==> src/sv/zipf_pkg.sv <==
`default_nettype none

package zipf_pkg;

    // Field widths of the stream items
    localparam int OP_W   = 2;
    localparam int IDX_W  = 10;
    localparam int DRAW_W = 31;
    localparam int RANK_W = 11;

    // Packed bus widths: input tdata = entry_index, cdf_value, seed_value (72 bits)
    // output tdata = sample_rank, uniform_draw, padded to 48 bits
    localparam int S_DATA_W = 72;
    localparam int M_DATA_W = 48;
    localparam int M_PAD_W  = M_DATA_W - RANK_W - DRAW_W;

    // Minimal-standard generator: x' = A * x mod M, M = 2^31 - 1
    localparam int              MULT_W = 15;
    localparam logic [MULT_W-1:0] LCG_A  = 15'd16807;
    localparam logic [DRAW_W-1:0] LCG_M  = 31'h7FFF_FFFF;
    localparam int              PROD_W = DRAW_W + MULT_W;

    localparam logic [RANK_W-1:0] ITEM_COUNT_RST = 11'd1024;
    localparam logic [DRAW_W-1:0] GEN_STATE_RST  = 31'd1;

    typedef enum logic [OP_W-1:0] {
        OP_WRITE = 2'd0,
        OP_SEED  = 2'd1,
        OP_DRAW  = 2'd2
    } t_op;

    typedef enum logic [2:0] {
        ST_IDLE,
        ST_MUL,
        ST_FOLD,
        ST_SEARCH,
        ST_PUSH
    } t_state;

    typedef struct packed {
        logic write_entry;
        logic load_seed;
        logic mul;
        logic fold;
        logic step;
        logic load_out;
    } t_dp_cmd;

    typedef struct packed {
        logic last_step;
    } t_dp_status;

endpackage

`default_nettype wire

==> src/sv/zipf_ctrl.sv <==
`default_nettype none

module zipf_ctrl
    import zipf_pkg::*;
(
    input  wire logic             i_clk,
    input  wire logic             i_rst_n,
    input  wire logic             i_s_valid,
    input  wire logic [OP_W-1:0]  i_op,
    output logic                  o_s_ready,
    output logic                  o_m_valid,
    input  wire logic             i_m_ready,
    input  wire t_dp_status       i_status,
    output t_dp_cmd               o_cmd
);

    t_state r_state;
    t_state n_state;
    logic   r_out_valid;
    logic   n_out_valid;

    always_ff @(posedge i_clk) begin
        if (!i_rst_n) begin
            r_state     <= ST_IDLE;
            r_out_valid <= 1'b0;
        end else begin
            r_state     <= n_state;
            r_out_valid <= n_out_valid;
        end
    end

    always_comb begin
        n_state     = r_state;
        n_out_valid = r_out_valid & ~i_m_ready;
        o_cmd       = '0;
        o_s_ready   = 1'b0;
        unique case (r_state)
            ST_IDLE: begin
                o_s_ready = 1'b1;
                if (i_s_valid) begin
                    unique case (t_op'(i_op))
                        OP_WRITE: o_cmd.write_entry = 1'b1;
                        OP_SEED:  o_cmd.load_seed   = 1'b1;
                        OP_DRAW:  n_state           = ST_MUL;
                        default:  ; // drop unknown op
                    endcase
                end
            end
            ST_MUL: begin
                o_cmd.mul = 1'b1;
                n_state   = ST_FOLD;
            end
            ST_FOLD: begin
                o_cmd.fold = 1'b1;
                n_state    = ST_SEARCH;
            end
            ST_SEARCH: begin
                o_cmd.step = 1'b1;
                if (i_status.last_step) begin
                    n_state = ST_PUSH;
                end
            end
            ST_PUSH: begin
                // hold the result until the output register is free
                if (!r_out_valid || i_m_ready) begin
                    o_cmd.load_out = 1'b1;
                    n_out_valid    = 1'b1;
                    n_state        = ST_IDLE;
                end
            end
            default: n_state = ST_IDLE;
        endcase
    end

    assign o_m_valid = r_out_valid;

    a_push_hold: assert property (@(posedge i_clk) disable iff (!i_rst_n)
        (r_state == ST_PUSH) && r_out_valid && !i_m_ready |=> (r_state == ST_PUSH))
        else $error("result left push state while output register was full");

    a_draw_start: assert property (@(posedge i_clk) disable iff (!i_rst_n)
        i_s_valid && o_s_ready && (i_op == OP_DRAW) |=> (r_state == ST_MUL))
        else $error("accepted draw did not start the generator step");

endmodule

`default_nettype wire

==> config.mk <==
export PLATFORM = sky130hd
export DESIGN_NAME = zipf_ctrl
export DESIGN_NICKNAME = d
export VERILOG_FILES = /design/src/sv/zipf_pkg.sv /design/src/sv/zipf_ctrl.sv
export SDC_FILE = /design/constraint.sdc
export NUM_CORES = 1
export LEC_CHECK = 0
export ABC_AREA = 1
export CAP_MARGIN = 20
export CORE_AREA = 2 2 39 41
export DETAILED_ROUTE_END_ITERATION = 10
export DIE_AREA = 0 0 41 43
export DONT_BUFFER_PORTS = 1
export PLACE_DENSITY_LB_ADDON = 0.3
export SETUP_SLACK_MARGIN = 0.2
export SLEW_MARGIN = 0
export SYNTH_ARGS = -nofsm -noshare
export SYNTH_HDL_FRONTEND = slang
export SYNTH_SLANG_ARGS = --single-unit
==> constraint.sdc <==
create_clock -name i_clk -period 0.8 [get_ports i_clk]
set_input_delay 0.16 -clock i_clk [delete_from_list [all_inputs] [get_ports i_clk]]
set_output_delay 0.16 -clock i_clk [all_outputs]
set_load 0.01 [all_outputs]
==> impl_metrics.csv <==
group,metric,value,unit
pwr,finalPower,995.4,uW
yosys,avgSynthCellArea,5.439,um^2
drt,vias,324,
pwr,peakVddDrop,0.0006704,V
grt,grt.overflow.total,0,
cells_and_area,drive_above_1_share,54.84,%
outcome,status,"finished, violations left",
cells_and_area,fin_nets,70,
place,port_buffers,0,
timing,final_hold_viol_count,0,
yosys,synthMuxAreaShare,0,%
die,ios,15,
pwr,power_density,1994,nW/um^2
drt,ant_nets,0,
clock_tree,cts_hold_buf,0,
drt,wirelength,733,um
timing,setup_viol,11,
clock_tree,worstSkewPairLatency,240,ps
yosys,synth_compound_area_share,4.695,%
timing,rsz0062_at_grt,"true",
grt,grt_pass1_vias,303,
yosys,synth.area.top_cells,"dfxtp_1 30%, inv_1 17%, nor2_1 15%, nand2_1 14%, nor3_1 7.5%",
yosys,netlist_area,266.5,um^2
yosys,synth_seq_cells,4,
clock_tree,cts_buffer_depth,2,
grt,grt_max_degree,6,
grt,antenna_found_initial,0,
grt,grt_pass1_wl,1152,um
clock_tree,h-tree-depth,1,
yosys,synth_xor_area_share,0,%
hold_path,hold_path_class,"primary input to flop",
yosys,synth_nets,56,
cells_and_area,synthToLayoutAreaGrowth,87.32,%
yosys,synth_top_area_cell,"dfxtp_1",
die,die_h,43,um
cells_and_area,antenna_cells,0,
timing,maxSlewViolCount,0,
clock_tree,cts.clk_slew.worst_paths,40,ps
drt,route.detailed.drc,0,
yosys,synthCells,49,
place,dp.final_hpwl,550.9,um
yosys,synth_top_family_by_area,"simple AND/OR/NAND/NOR gates",
worst_setup_path,cp_max_fo,4,
yosys,yosysSeqAreaShare,30.05,%
worst_setup_path,setup.worst_path.end_class,"output port",
die,die_width,41,um
grt,grt_usage,9.529,%
yosys,synthAdderAreaFrac,0,%
worst_setup_path,arrival,980,ps
worst_setup_path,critical_path_required,640,ps
clock_tree,clock_sinks,4,
timing,tightest_slew,191.1,ps
place,place.gp.congestion,0.7609,
die,die_area,1763,um^2
drt,via_per_inst,4.154,
timing,relSlewSlack,87.23,%
outcome,violations,"setup timing",
place,pre_cts_slack,-185.0,ps
drt,first_iter_violations,6,
drt,wl_per_cell,9.397,um
clock_tree,cts_tree,"built",
die,rows,14,
timing,skew,1.972,ps
worst_setup_path,cp_cell_sequence,"nor2_4, nand2_4, nor3_4",
yosys,synth_top_area_share,30.05,%
die,core_area,1384,um^2
worst_setup_path,path_buf_inv,0,
worst_setup_path,crit_type,"flop to output port",
drt,first_pass_iters,3,
timing,finalCritPeriodShare,142.8,%
timing,min_period,1142,ps
yosys,synth.distinct_cells,11,
yosys,synth_simple_gate_area_share,45.54,%
timing,fmax,875.4,MHz
worst_setup_path,slowest_delay,350,ps
pwr,p_leak,0.2409,nW
die,start_util,19.26,%
worst_setup_path,start_kind,"flop",
worst_setup_path,cp_slowest_cell,"dfxtp_4",
worst_setup_path,crit_family,"simple AND/OR/NAND/NOR gates",
clock_tree,cts_buffers,3,
yosys,synth_warnings,0,
timing,setup_ws,-342.4,ps
clock_tree,cts-root-buf,"clkbuf_4",
job,cap_viol_max_count,0,
## power breakdown
group / switching (mW) / total (mW) / leakage (nW) / internal [mW]
sequential: 0.0295 / 0.253 / 0.0350 / 0.224
clock: 0.0994 / 0.288 / 0.0150 / 0.188
combinational: 0.235 / 0.455 / 0.191 / 0.220
total: 0.363 / 0.995 / 0.241 / 0.632
## logic make-up after synthesis
group,Yosys count
buffers and inverters,14
AOI/OAI and AO/OA,2
DFF,4
and+or+nand+nor,29
## sequential cells by signal (all words and copies together) (netlist names)
register / count
r_state: 3
o_m_valid: 1
## per-stage QoR
step,TNS [ps],std cells,hold slack (ps),util (%),cell area (um^2)
after floorplan,-442.3,49,300.2,-,320.3
after detailed placement,-1194,71,312.0,28.75,397.9
after CTS,-3135,77,60.74,35.35,489.2
after global routing,-3566,78,84.50,36.08,499.2
final,-3013,78,68.13,36.08,499.2
after global placement,-1123,71,307.8,28.75,397.9
## worst paths after layout
kind / start / end / slack (ps) / depth (start not counted)
hold reg to reg: r_state[2] / o_m_valid / 610 / 2
setup reg to reg: r_state[1] / r_state[0] / -280 / 9
setup / recovery: r_state[1] / o_cmd[5] / -340 / 3
hold / removal: i_rst_n / r_state[2] / 70 / 2
## final cells by class
type / instances / area [um^2]
fillers: 151 / 884.6
multi-input cells: 31 / 214.0
repair buffers: 9 / 91.34
flip-flops and latches: 4 / 90.09
inverters: 14 / 57.56
clock buffers: 4 / 26.28
well taps: 16 / 20.02
## timing repair
| item | in CTS | in global routing |
|---|---|---|
| setup buffers | 2 | 1 |
| setup endpoints to repair | 12 | 12 |
| gates resized for setup | 14 | 1 |
| cloned | 0 | 0 |
| pin swaps | 4 | 1 |
## worst reg2reg max path: stages (launching register included)
cell	delay, ps
dfxtp_4	350
nor2_4	120
nand2_4	100
inv_4	60
buf_4	100
nand2_2	50
nand2_1	60
nor2_1	40
nand2_1	50
inv_1	30
## cells in the mapped netlist, drive strengths merged
cell type	count
inv	14
nand2	11
nor2	11
dfxtp	4
o211ai	1
nor3	4
nand4	1
nand3	2
a21oi	1
## layout by cell type (no fill, tap or decap)
master and instances:
inv_1 9, nand2_1 7, nor2_1 7, buf_4 5, inv_2 3, nor2_4 3, clkbuf_4 3, buf_6 3
inv_4 2, nand2_4 2, nand2_2 2, nor3_4 2, nor3_2 2, dfxtp_2 2, dfxtp_4 2, nand3_2 1
nor2_2 1, nand3_1 1, nand4_1 1, o211ai_1 1, a21oi_1 1, clkbuf_1 1, buf_12 1
## layer usage
metal / GRT usage [%] / wire length (um) / vias up
met5: 0 / 0 / -
met4: 2.000 / 0 / 0
met3: 4.712 / 41 / 0
met2: 15.63 / 376 / 6
met1: 10.58 / 315 / 148
li1: - / - / 170
No activity file was read; power rests on OpenSTA's default activity.
